$ cat config.mk
export PLATFORM = sky130hd
export DESIGN_NAME = hsw_mem
export DESIGN_NICKNAME = d
export VERILOG_FILES = /design/src/rtl/hsw_pkg.sv /design/src/rtl/hsw_mem.sv
export SDC_FILE = /design/constraint.sdc
export NUM_CORES = 2
export LEC_CHECK = 0
export BUFFER_PORTS_ARGS = -buffer_cell sky130_fd_sc_hd__buf_2
export CAP_MARGIN = 20
export CORE_ASPECT_RATIO = 0.7
export CORE_MARGIN = 8
export CORE_UTILIZATION = 46
export CTS_BUF_LIST = sky130_fd_sc_hd__clkbuf_8
export DETAILED_ROUTE_END_ITERATION = 6
export HOLD_SLACK_MARGIN = 0.05
export PLACE_DENSITY = 0.59
export SLEW_MARGIN = 25
export SYNTH_ARGS = -nofsm -noshare
export SYNTH_HDL_FRONTEND = slang
export SYNTH_SLANG_ARGS = --single-unit
$ cat constraint.sdc
create_clock -name clk -period 7.85 [get_ports clk]
set_input_delay 0.785 -clock clk [delete_from_list [all_inputs] [get_ports clk]]
set_output_delay 0.785 -clock clk [all_outputs]
set_load 0.05 [all_outputs]
$ cat src/rtl/hsw_pkg.sv
// shared types and constants for the heap sort block
`timescale 1ns / 1ps
`default_nettype none
package hsw_pkg;

  localparam int DATA_W        = 32;
  localparam int MAX_ITEMS_DEF = 64;

  // one stored item, weight above value
  typedef struct packed {
    logic signed [DATA_W-1:0] weight;
    logic signed [DATA_W-1:0] value;
  } hsw_entry_t;

  localparam int ENTRY_W = $bits(hsw_entry_t);

endpackage
`default_nettype wire

$ cat src/rtl/hsw_mem.sv
// item store: one write port, two read ports with registered read data
`timescale 1ns / 1ps
`default_nettype none
module hsw_mem
  import hsw_pkg::*;
#(
  parameter int DEPTH = MAX_ITEMS_DEF,
  parameter int AW    = 6
) (
  input  wire logic       clk,
  input  wire logic       wr_en,
  input  wire logic [AW-1:0] wr_addr,
  input  wire hsw_entry_t wr_data,
  input  wire logic [AW-1:0] rd_addr_a,
  input  wire logic [AW-1:0] rd_addr_b,
  output hsw_entry_t      rd_data_a,
  output hsw_entry_t      rd_data_b
);

  hsw_entry_t mem_r [DEPTH];
  hsw_entry_t rd_a_r;
  hsw_entry_t rd_b_r;

  always_ff @(posedge clk) begin
    if (wr_en) begin
      mem_r[wr_addr] <= wr_data;
    end
    rd_a_r <= mem_r[rd_addr_a];
    rd_b_r <= mem_r[rd_addr_b];
  end

  assign rd_data_a = rd_a_r;
  assign rd_data_b = rd_b_r;

endmodule
`default_nettype wire

* Yosys cells after proc, flatten, opt, wreduce, memory -nomap -nowiden
Memories as Yosys holds them, arrays and structs flattened. A register that Yosys moved wholly into a read port is not among the register bits. Index checks and enable logic that the tools add are counted.
Storage, ports and cells: register bits after elaboration 0, RAM bits 4096, input port bits 84, output and inout bits 128, memories kept 1
Memories:
- mem_r | depth 64, bits a word 64, read ports 2, clocked after Yosys merged registers in 2, write ports 1, line hsw_mem.sv:20 | hsw_entry_t mem_r [DEPTH];
Operators by class: multiplexer cells 2
Operators with widths (count):
- two-way mux 1 bit | 2

* Logic depth before layout (Yosys ltp)
depth in word-level cells 2, mapped depth 9

* Least setup slack after synthesis
Ideal clock, no wire load.
path kind input -> register, start input port wr_addr[3], end memory mem_r[48][0] (netlist name), enable pin, setup time 0.564 ns, data arrival time 5.631 ns, data required time 7.286 ns, setup slack 1.655 ns, stages 4, path through clkbuf_1 -> nor2b_1 -> nand4b_1 -> nor3_1
RTL lines:
- from (decl) | line hsw_mem.sv:12 | input wire logic [AW-1:0] wr_addr,
- to (decl) | line hsw_mem.sv:20
Straight into the memory's write port.

==> results by group <==
Clock tree
  • Number of clock sinks seen by CTS: between 4k and 5k
  • Root buffer cell: clkbuf_8
  • # H-tree levels: 6
  • CTS tree: yes
  • Clock tree buffer depth: 4
  • Clock-pin slew on the worst setup and hold paths: 60 ps
  • Count of instances resized after the clock tree is built: 0
  • Total clock buffers created by CTS: about 650
  • Clock insertion delay at the later pin of the skew report: 1330 ps
  • Post-CTS setup buffers: 0

Worst setup path
  • Max incr delay on CP: approximately 950 ps
  • Maximum net fanout on the critical path: 30
  • Cell repeated most along the worst path: buf_4
  • Data required time at the worst endpoint: 9050 ps
  • Kind of end point of the critical path: flip-flop
  • Crit path cell chain: buf_2, buf_4, inv_4, buf_4, nand2_4, buf_4, o22ai_1, nor4_1, buf_4, o22a_1
  • Crit path DAT: 5120 ps
  • Category of the critical setup timing path: input port to flip-flop
  • Slowest library cell on the worst path: nand2_4
  • Critical Path Start Type: input port

Timing
  • Slew Limit Fails: 0
  • Final count of hold timing violations: 0
  • Final sum of negative setup slack: 0 ps
  • Setup-failing EPs final: 0
  • Worst-margin pin slew: 1230 ps
  • Maximum clock frequency: 0.2550 GHz
  • Shortest period the worst path allows: between 3000 and 4000 ps
  • Final WS setup: 3928 ps
  • Worst-case clock skew: 81.24 ps
  • Portion of the clock cycle consumed by the worst path in the final layout: 49.96%
  • Setup repair after global routing missed its margin: no
  • Worst slew margin relative to its limit: 18.02%

Logic synthesis
  • EDFF count, synth: 4096
  • Synth cell types: between 40 and 50
  • Cells taking the most area after synthesis: edfxtp_1, mux4_2, o22ai_1
  • Ys async rst share: 0%
  • Number of instances in the synthesized netlist: 8841
  • Total of flip-flops plus latches after synthesis: 4224
  • Cell area after synthesis: 187800 um2
  • Average footprint of a synthesized cell: 21.24 um2
  • Most used DFF post-synth: edfxtp_1
  • Number of warnings reported in the yosys synthesis log: 0
  • Most area-hungry cell type in the Yosys netlist: edfxtp_1
  • Share of Yosys cell area claimed by the top area cell type: 65.49%
  • Syn Nets: 8925
  • Register area share after synthesis: roughly 67%

Drt
  • Final wirelength: 702900 um
  • Per-cell via count in the routed design: 7.300
  • TritonRoute pass-1 iters: 7
  • Remaining antenna violation count: 0
  • DR vias: 112.6k
  • Average routed wire per standard cell: 45.59 um
  • Detailed-route DRC error count: 1
  • First DRT Iteration DRCs: 18.22k

Placed design
  • Global placement routability congestion: 0.8660
  • Worst setup slack before clock tree synthesis: 2772 ps
  • Port bufs: 211
  • Dpl cell area: just under 200000 um2
  • HPWL reported at the end of detailed placement: 389200 um
  • Count of placed standard cells including taps: 14.09k

Floorplanning
  • Starting density of the core: 46.16%
  • Row count: between 150 and 200
  • Core outline area: ~410000 um2
  • IO Count: 212
  • Die Outline Area: 429300 um2
  • Die Wd: 779.7 um
  • DIE HEIGHT: approximately 550 um

Global routing
  • GR Overflow Total: 0
  • Overall track demand over capacity in global routing: between 30% and 40%
  • Number of global-route vias before repair: between 100k and 150k
  • Number of antenna violations at the first check in global routing: 79
  • First-pass GRT wire length: around 950000 um
  • Pin count of the biggest net entering global routing: 123

Pwr
  • Highest ir drop seen on vdd: 202.3 uV
  • Overall power consumption: about 48 mW
  • Leakage power: 65.26 nW
  • P per Cell Area: 227.3 nW/um2

Layout
  • Most used cells in the layout excluding fill and tap cells: edfxtp_1, mux4_2, clkbuf_8
  • Cell area after layout: 209600 um2
  • Area overhead of the layout relative to synthesis: 11.62%
  • Most common library cell in the layout ignoring fill and taps: edfxtp_1
  • Layout fillers: ~32k
  • Number of standard cells in the layout, taps in and fillers out: 15.42k
  • Layout Nets: roughly 9.4k
  • Share of layout cells above drive strength 1: 35.87%

Outcome
  • Violations in the final reports: design-rule violations
  • Run status: finished, violations left

Flow run
  • Max-cap violation count: 0

Worst hold path
  • HP Class: input port to flip-flop
## path summary, 6_finish.rpt
check / from / slack (ps) / endpoint / cells after the start
max reg2reg: mem_r[43][8] / 5410 / rd_data_a[8] / 5
min: wr_data[33] / 50 / mem_r[16][33] / 1
max: rd_addr_b[4] / 3930 / rd_data_b[16] / 10
min reg2reg: mem_r[54][60] / 870 / rd_data_b[60] / 4
## kinds of logic after synthesis
family	synth area share [%]
compound gates	4.804
flops	66.85
buf+inv	2.048
mux	25.21
simple gates	1.080
## layer usage
metal  up-vias  wire, um  part of all wire (%)  global-route usage, %
li1      40800         -                     -                      -
met1     60990    265400                    38                  45.46
met2      9269    306700                    44                  46.34
met3      1491     98480                    14                  9.833
met4        24     32210                   4.6                  13.77
met5         -       149                 0.021                      0
## layout make-up
class,count,area (um2),area share (%)
multi-input combinational,3874,59150,28.22
clock buffer,698,9607,4.583
inverter,1,6.256,0.002984
clock inverter,499,2764,1.318
sequential,4224,125600,59.89
antenna,86,215.2,0.1027
tap,5445,6813,3.250
timing repair buffer,592,5522,2.634
## registers in the layout, summed over array words and instances (netlist names)
register,count
rd_data_b,64
rd_data_a,64
mem_r,4096
## where the power goes
part	switching, mW	internal [mW]	total (mW)
logic	2.85	1.53	4.38
registers	0.258	25.0	25.2
clock network	9.26	8.78	18.0
## Yosys cell counts, types with 55 or more instances
library cell and number:
nor4_1 55, a22o_1 136, a21oi_1 128, nor3_1 63, o22ai_1 533, mux4_2 2016, buf_4 140, a211oi_1 79
nor2_1 164, mux2i_1 177, o221ai_1 73, edfxtp_1 4096, buf_2 242, clkbuf_1 296, a221oi_1 134, dfxtp_1 128
## through the flow
stage | hold WS (ps) | util, %
5_1_grt | 41.70 | 51.52
3_3_place_gp | 864.0 | 48.20
6_report | 52.73 | 51.53
3_5_place_dp | 857.8 | 48.26
4_1_cts | 84.99 | 51.31
2_1_floorplan | 776.5 | -
## repair_timing
item                                    CTS  global route
hold buffers                              3            41
endpoints found under the hold margin    72           966
endpoints found under the setup margin    0             0
## worst max-delay path, delay by kind of cell
kind	cells	cell delay, ps
buf+inv	6	2080
simple gates	2	1790
compound gates	2	260
(Power assumes the default switching activity.)
