[src/rtl/hsw_pkg.sv]
// shared types and constants for the heap sort block
`timescale 1ns / 1ps
`default_nettype none
package hsw_pkg;

  localparam int DATA_W        = 32;
  localparam int MAX_ITEMS_DEF = 64;

  // one stored item, weight above value
  typedef struct packed {
    logic signed [DATA_W-1:0] weight;
    logic signed [DATA_W-1:0] value;
  } hsw_entry_t;

  localparam int ENTRY_W = $bits(hsw_entry_t);

endpackage
`default_nettype wire

[src/rtl/hsw_ctrl.sv]
// sequencer: collects items, heapsorts them in the store, emits the sorted run
`timescale 1ns / 1ps
`default_nettype none
module hsw_ctrl
  import hsw_pkg::*;
#(
  parameter int MAX_ITEMS = MAX_ITEMS_DEF,
  parameter int AW        = 6,
  parameter int CW        = 7
) (
  input  wire logic          clk,
  input  wire logic          rst_n,
  input  wire logic          in_valid,
  output logic               in_ready,
  input  wire hsw_entry_t    in_entry,
  input  wire logic          in_last,
  output logic               out_valid,
  input  wire logic          out_ready,
  output hsw_entry_t         out_entry,
  output logic               out_last,
  output logic               out_dropped,
  output logic               mem_we,
  output logic [AW-1:0]      mem_waddr,
  output hsw_entry_t         mem_wdata,
  output logic [AW-1:0]      mem_raddr_a,
  output logic [AW-1:0]      mem_raddr_b,
  input  wire hsw_entry_t    mem_rdata_a,
  input  wire hsw_entry_t    mem_rdata_b
);

  typedef enum logic [3:0] {
    S_IDLE,
    S_BLD_RD,
    S_BLD_LD,
    S_SIFT_RD,
    S_SIFT_CMP,
    S_EXT_RD,
    S_EXT_WR,
    S_EMIT_RD,
    S_EMIT_LD
  } state_t;

  state_t     state_r,    state_nxt;
  logic [CW-1:0] cnt_r,   cnt_nxt;
  logic          ovf_r,   ovf_nxt;
  logic [CW-1:0] n_r,     n_nxt;
  logic [CW-1:0] k_r,     k_nxt;
  logic [CW-1:0] p_r,     p_nxt;
  logic [CW-1:0] live_r,  live_nxt;
  logic          extr_r,  extr_nxt;
  logic          rok_r,   rok_nxt;
  hsw_entry_t    cur_r,   cur_nxt;
  logic          ovalid_r, ovalid_nxt;
  hsw_entry_t    oentry_r, oentry_nxt;
  logic          olast_r,  olast_nxt;
  logic          odrop_r,  odrop_nxt;

  logic [CW:0]   l_idx;
  logic [CW:0]   r_idx;
  logic          l_ok;
  logic          r_ok;
  logic          sift_done;
  logic          room;
  logic [CW-1:0] n_set;
  logic          take_l;
  logic          take_r;

  // children of the current node, heap numbering from 1
  assign l_idx = {p_r, 1'b0};
  assign r_idx = l_idx + 1'b1;
  assign l_ok  = l_idx <= {1'b0, live_r};
  assign r_ok  = r_idx <= {1'b0, live_r};
  assign room  = cnt_r < CW'(MAX_ITEMS);
  assign n_set = room ? cnt_r + 1'b1 : cnt_r;

  // left wins on strictly greater than the sifted item, right on greater than the winner
  always_comb begin
    take_l = $signed(mem_rdata_a.weight) > $signed(cur_r.weight);
    take_r = 1'b0;
    if (rok_r) begin
      if (take_l) begin
        take_r = $signed(mem_rdata_b.weight) > $signed(mem_rdata_a.weight);
      end else begin
        take_r = $signed(mem_rdata_b.weight) > $signed(cur_r.weight);
      end
    end
  end

  assign in_ready = (state_r == S_IDLE);

  always_comb begin
    state_nxt   = state_r;
    cnt_nxt     = cnt_r;
    ovf_nxt     = ovf_r;
    n_nxt       = n_r;
    k_nxt       = k_r;
    p_nxt       = p_r;
    live_nxt    = live_r;
    extr_nxt    = extr_r;
    rok_nxt     = rok_r;
    cur_nxt     = cur_r;
    ovalid_nxt  = ovalid_r && !out_ready;
    oentry_nxt  = oentry_r;
    olast_nxt   = olast_r;
    odrop_nxt   = odrop_r;
    mem_we      = 1'b0;
    mem_waddr   = AW'(p_r - 1'b1);
    mem_wdata   = cur_r;
    mem_raddr_a = '0;
    mem_raddr_b = '0;
    sift_done   = 1'b0;

    unique case (state_r)
      S_IDLE: begin
        if (in_valid) begin
          if (room) begin
            mem_we    = 1'b1;
            mem_waddr = AW'(cnt_r);
            mem_wdata = in_entry;
            cnt_nxt   = cnt_r + 1'b1;
          end else begin
            ovf_nxt = 1'b1;
          end
          if (in_last) begin
            n_nxt = n_set;
            if (n_set > CW'(1)) begin
              k_nxt     = n_set >> 1;
              extr_nxt  = 1'b0;
              state_nxt = S_BLD_RD;
            end else begin
              k_nxt     = '0;
              state_nxt = S_EMIT_RD;
            end
          end
        end
      end
      S_BLD_RD: begin
        mem_raddr_a = AW'(k_r - 1'b1);
        live_nxt    = n_r;
        p_nxt       = k_r;
        state_nxt   = S_BLD_LD;
      end
      S_BLD_LD: begin
        cur_nxt   = mem_rdata_a;
        state_nxt = S_SIFT_RD;
      end
      S_SIFT_RD: begin
        mem_raddr_a = AW'(l_idx - 1'b1);
        mem_raddr_b = AW'(l_idx);
        rok_nxt     = r_ok;
        if (l_ok) begin
          state_nxt = S_SIFT_CMP;
        end else begin
          mem_we    = 1'b1;
          sift_done = 1'b1;
        end
      end
      S_SIFT_CMP: begin
        mem_we = 1'b1;
        priority if (take_r) begin
          mem_wdata = mem_rdata_b;
          p_nxt     = r_idx[CW-1:0];
          state_nxt = S_SIFT_RD;
        end else if (take_l) begin
          mem_wdata = mem_rdata_a;
          p_nxt     = l_idx[CW-1:0];
          state_nxt = S_SIFT_RD;
        end else begin
          sift_done = 1'b1;
        end
      end
      S_EXT_RD: begin
        mem_raddr_a = '0;
        mem_raddr_b = AW'(k_r - 1'b1);
        state_nxt   = S_EXT_WR;
      end
      S_EXT_WR: begin
        // root goes to the last live slot, that slot's item sifts from the root
        mem_we    = 1'b1;
        mem_waddr = AW'(k_r - 1'b1);
        mem_wdata = mem_rdata_a;
        cur_nxt   = mem_rdata_b;
        p_nxt     = CW'(1);
        live_nxt  = k_r - 1'b1;
        state_nxt = S_SIFT_RD;
      end
      S_EMIT_RD: begin
        mem_raddr_a = AW'(k_r);
        state_nxt   = S_EMIT_LD;
      end
      S_EMIT_LD: begin
        mem_raddr_a = AW'(k_r);
        if (!ovalid_r || out_ready) begin
          ovalid_nxt = 1'b1;
          oentry_nxt = mem_rdata_a;
          olast_nxt  = (k_r == n_r - 1'b1);
          odrop_nxt  = ovf_r;
          if (k_r == n_r - 1'b1) begin
            cnt_nxt   = '0;
            ovf_nxt   = 1'b0;
            state_nxt = S_IDLE;
          end else begin
            k_nxt     = k_r + 1'b1;
            state_nxt = S_EMIT_RD;
          end
        end
      end
      default: begin
        state_nxt = S_IDLE;
      end
    endcase

    if (sift_done) begin
      if (!extr_r) begin
        if (k_r == CW'(1)) begin
          extr_nxt  = 1'b1;
          k_nxt     = n_r;
          state_nxt = S_EXT_RD;
        end else begin
          k_nxt     = k_r - 1'b1;
          state_nxt = S_BLD_RD;
        end
      end else if (k_r > CW'(2)) begin
        k_nxt     = k_r - 1'b1;
        state_nxt = S_EXT_RD;
      end else begin
        k_nxt     = '0;
        state_nxt = S_EMIT_RD;
      end
    end
  end

  always_ff @(posedge clk) begin
    if (!rst_n) begin
      state_r  <= S_IDLE;
      cnt_r    <= '0;
      ovf_r    <= 1'b0;
      ovalid_r <= 1'b0;
    end else begin
      state_r  <= state_nxt;
      cnt_r    <= cnt_nxt;
      ovf_r    <= ovf_nxt;
      ovalid_r <= ovalid_nxt;
    end
    n_r      <= n_nxt;
    k_r      <= k_nxt;
    p_r      <= p_nxt;
    live_r   <= live_nxt;
    extr_r   <= extr_nxt;
    rok_r    <= rok_nxt;
    cur_r    <= cur_nxt;
    oentry_r <= oentry_nxt;
    olast_r  <= olast_nxt;
    odrop_r  <= odrop_nxt;
  end

  assign out_valid   = ovalid_r;
  assign out_entry   = oentry_r;
  assign out_last    = olast_r;
  assign out_dropped = odrop_r;

endmodule
`default_nettype wire

[config.mk]
export PLATFORM = sky130hd
export DESIGN_NAME = hsw_ctrl
export DESIGN_NICKNAME = d
export VERILOG_FILES = /design/src/rtl/hsw_pkg.sv /design/src/rtl/hsw_ctrl.sv
export SDC_FILE = /design/constraint.sdc
export NUM_CORES = 1
export LEC_CHECK = 0
export BUFFER_PORTS_ARGS = -buffer_cell sky130_fd_sc_hd__buf_2
export CAP_MARGIN = 20
export CORE_UTILIZATION = 30
export CTS_CLUSTER_SIZE = 12
export DETAILED_ROUTE_END_ITERATION = 10
export GPL_ROUTABILITY_DRIVEN = 0
export PLACE_DENSITY_LB_ADDON = 0.1
export SYNTH_ARGS = -nofsm -noshare
export SYNTH_HDL_FRONTEND = slang
export SYNTH_SLANG_ARGS = --single-unit
[constraint.sdc]
create_clock -name clk -period 12.3 [get_ports clk]
set_clock_uncertainty 0.15 [all_clocks]
set_input_delay 1.23 -clock clk [delete_from_list [all_inputs] [get_ports clk]]
set_output_delay 1.23 -clock clk [all_outputs]
set_load 0.03 [all_outputs]
# --- Yosys cells after proc, flatten, opt, wreduce, memory -nomap -nowiden ---
# Cells that the tools add are included.
op_classes:
  addsub: 7
  n_lt_le_gt_ge: 8
  eq_ne: 21
  mux: 66
  n_reduce_logical: 20
ops:
  columns: ["operator", "n"]
  rows:
  - ["$mux 64", 4]
  - ["$pmux 64 s3", 1]
  - ["$pmux 64 s2", 1]
  - ["$mux 7", 14]
  - ["$gt 32x32->1", 3]
  - ["$pmux 7 s2", 3]
  - ["$mux 4", 8]
  - ["$pmux 4 s8", 1]
  - ["$pmux 6 s2", 2]
  - ["$pmux 7 s3", 1]
  - ["$mux 1", 20]
  - ["$mux 6", 3]
  - ["$pmux 6 s3", 1]
  - ["$eq 4x3->1 const B", 4]
  - ["$le 8x7->1", 2]
  - ["$reduce_and 5->1", 3]
  - ["$add 7x1->7 const B", 2]
  - ["$sub 7x1->7 const B", 2]
  - ["$ne 3x3->1 const B", 4]
  - ["$sub 6x1->6 const B", 2]
  - ["$mux 3", 3]
  - ["$add 8x1->8 const B", 1]
  - ["$eq 4x2->1 const B", 2]
  - ["$ne 2x2->1 const B", 4]
  - ["other kinds (23)", 31]
totals:
  regBits: 173
  in_bits: 197
  wordCells: 138

# --- Longest topological paths before layout ---
depth:
  depth_word: 10
  depth_mapped: 14
  ltp_nobuf: 11

# --- Least setup slack after synthesis ---
# OpenSTA, ideal clock, no wires.
synth_timing:
  path_type: "in2out"
  startpoint: "input port mem_rdata_a[62] in the netlist's numbering"
  endpoint: "output port mem_wdata[0] in the netlist's numbering"
  arrival_time_ns: 4.320
  t_required_ns: 10.920
  path_slack_ns: 6.600
  stages: 12
  path_cell_list: "ha_1 -> a21oi_1 -> nand2_1 -> a221o_1 -> or3_1 -> or2_1 -> and2_1 -> buf_6 -> o31ai_4 -> buf_6 -> a211oi_1 -> nor3b_1"
synth_lines:
  columns: ["item", "line", "rtl"]
  rows:
  - ["start, declared", "hsw_ctrl.sv:27", "input wire hsw_entry_t mem_rdata_a,"]
  - ["end, declared", "hsw_ctrl.sv:24", "output hsw_entry_t mem_wdata,"]

==> results.md <==
- GRT Max-Usage Layer: met2
- Worst Hold Path EP: out_dropped$_DFFE_PP_
- Post-CTS Setup Inserts: 0
- Final Routed Wirelength: 50800 um
- Register area share after synthesis: 39.2%
- Leakage power: 0.00669 uW
- Reg power frac: 21.9%
- Layout Cells excl Fill: 2279
- HPWL Detailed: 35800 um
- Via count: 12700
- Max-cap violations: 0
- Yosys warning count: 0
- Mapped Nets: 1743
- Hold crit path type: flop to flop
- Slew Limit Fails: 0
- Combinational share of power: 62.3%
- Post-route antenna net violation count: 0
- Util after Layout: 37.3%
- Met3 Usage GRT: 5.81%
- Delay of the slowest cell on the worst path: 0.84 ns
- # nets final: 2027
- Grt ovf: 0
- Syn Inst Count: 1436
- Syn avg cell area: 8.99 um^2
- Clock tree buffer depth: 2
- Port Buffer Count: 347
- Worst Hold Launch: ovf_r$_SDFFE_PN0P_
- R2R Setup Slk: 8.07 ns
- Period minus WS final: 6.98 ns
- Share of the synthesized area in the top cell type: 37.0%
- Total GRT Usage: 23.2%
- Commonest cells post-synth: 278 x nand2_1, 159 x edfxtp_1, 116 x inv_1
- Final Setup Violations: 0
- WP data required: 10.92 ns
- Htree depth: 4
- Final Hold Fails: 0
- Site row count: 75
- Internal power: 1960 uW
- Switch share: 52.5%
- Worst-path cell chain: buf_2 -> ha_1 -> nand4_1 -> a2111o_1 -> a31oi_1 -> o221ai_1 -> and2_2 -> o31ai_4 -> buf_4 -> a221oi_1 -> a41oi_1 -> buf_2
- Vias/cell: 5.59
- Crit path DAT: 5.60 ns
- Largest area contributor in the netlist: edfxtp_1
- Number of synthesized flops with an enable pin: 159
- IO Pins: 348
- Clock latency on the worst-skew pair: 0.50 ns
- CP most frequent cell: buf_2
- Seq cells post-synth: 173
- Chip width: 209 um
- Initial DRC count: 1086
- Hold buffer count at CTS: 0
- Core Area: 0.0422 mm^2
- Initial Utilization: 30.6%
- Clock sinks: 173
- Critical Path End Type: output pin
- Fillcell total: 4361
- Clk pwr share: 15.9%
- Mapped cell area: 0.0129 mm^2
- Count leader, synth: nand2_1
- Vias in the first global route: 12600
- First-pass detailed-route iteration total: 7
- Synth-to-layout area growth: 21.9%
- RR Endpoint: p_r[0]$_DFFE_PP_
- Ys flop type: edfxtp_1
- Initial antenna violation count: 9
- TritonCTS clock tree: yes
- Residual DRC: 0
- Worst Reg2Reg Path Length in Cells: 13
- First-pass GRT wire length: 76200 um
- Area contributors post-synth: edfxtp_1 37%, ha_1 11%, nand2_1 8.1%
- Worst r2r src: cur_r[59]$_DFFE_PP_
- Die area: 0.0439 mm^2
- DR WL/cell: 22.3 um
- Critical Path Fanout Max: 48
- Fmax: 143 MHz
- Status: finished, final reports clean
- Global-route met1 utilization: 30.0%
- Met2 GRT Util: 37.1%
- Net Sw Power: 2160 uW
- Crit Path Class: primary input to output pin
- TNS Setup: 0 ns
- Root Buffer: clkbuf_16
- Fin crit share: 56.8%
- Number of CTS-inserted buffers: 17
- Ys async rst share: 0%
- Pin count of the biggest net entering global routing: 74
- Cts repair resizes: 0
- Power Dens Cells: 262 mW/mm^2
- Crit path max-delay cell type: o31ai_4
- RSZ-0062 raised after global routing: false
- Slew margin rel.: 28.6%
- CP Launch Type: primary input
- Slew @ Worst Pin: 1.07 ns
- Post-Place Cells: 2240
- Netlist cell types: 59
- Worst IR Drop VDD: 0.132 mV
- Clock transition at the registers of the reported paths: 0.07 ns
- Layout cell share with drive strength beyond 1: 23.5%
- Die Span Y: 209 um
- WHS Path Cells: 0
-- critical path: cells and delay by family --
kind,cells,cell delay [ns]
AOI/OAI and AO/OA,6,2.41
adders and majority gates,1,0.33
and+or+nand+nor,2,0.48
buffers and inverters,3,1.12
-- flip-flops by register name, summed over array words and instances, names as in the netlist --
| register | count |
|---|---|
| out_dropped | 1 |
| out_last | 1 |
| extr_r | 1 |
| cnt_r | 7 |
| ovf_r | 1 |
| n_r | 7 |
| rok_r | 1 |
| live_r | 7 |
| k_r | 7 |
| p_r | 7 |
| out_valid | 1 |
| out_entry | 64 |
| state_r | 4 |
| cur_r | 64 |
-- final cells by class --
class	instances	area (um^2)	area share [%]
Multi-Input combinational cell	1052	7050	44.8
Clock buffer	21	460	2.93
Timing Repair Buffer	360	1830	11.7
Tap cell	539	674	4.29
Antenna cell	7	17.5	0.111
Inverter	116	435	2.77
Clock inverter	11	213	1.35
Sequential cell	173	5050	32.1
-- layer usage --
layer,up-vias,part of all wire [%]
li1,6004,-
met4,4,2.3
met3,56,6.9
met2,495,46
met5,-,0.035
met1,6180,44
-- worst max path at each step --
stage | start | end | slack [ns] | cells past startpoint
2_1_floorplan | mem_rdata_a[62] | mem_wdata[0] | 6.60 | 12
4_1_cts | mem_rdata_a[46] | mem_wdata[38] | 5.42 | 12
3_3_place_gp | mem_rdata_a[46] | mem_wdata[38] | 5.47 | 12
6_report | mem_rdata_a[46] | mem_wdata[38] | 5.32 | 12
3_5_place_dp | mem_rdata_a[46] | mem_wdata[38] | 5.44 | 12
5_1_grt | mem_rdata_a[59] | mem_wdata[28] | 5.09 | 13
-- power groups by stage --
stage | combinational, uW | sequential, uW | clock, uW
after global placement | 2550 | 913 | 0
after detailed placement | 2560 | 914 | 0
after global routing | 2770 | 915 | 687
final | 2570 | 902 | 655
after floorplan | 1800 | 851 | 0
after CTS | 2570 | 901 | 673
-- kinds of logic after synthesis --
group	count (synthesis)	share of synthesized area, %
AOI/OAI and AO/OA	468	26.4
xor gates and xnor gates	29	1.97
buffers and inverters	211	6.60
and+or+nand+nor	443	15.0
muxes	2	0.155
DFF	173	39.2
adders and majority gates	110	10.7
-- stage by stage --
stage                     power, uW  worst slack, ns  hold WS (ns)  instance area (um^2)
after floorplan                2650             6.60         0.259                 12900
after global placement         3460             5.47         0.296                 15000
after CTS                      4140             5.42         0.317                 15700
after detailed placement       3470             5.44         0.307                 15000
final                          4120             5.32         0.323                 15700
after global routing           4380             5.09         0.329                 15700
-- cells in the final DEF (no fill, tap or decap), types with 48 or more instances in the layout --
cell type    n
ha_1       110
inv_1      116
edfxtp_1   159
buf_2      347
o21ai_0     70
a221oi_1    50
a21o_1      56
a21oi_1     58
nand2_1    275
o211ai_1    54
a22oi_1     51
a41oi_1     48
Power figures use the tool's default switching activity.
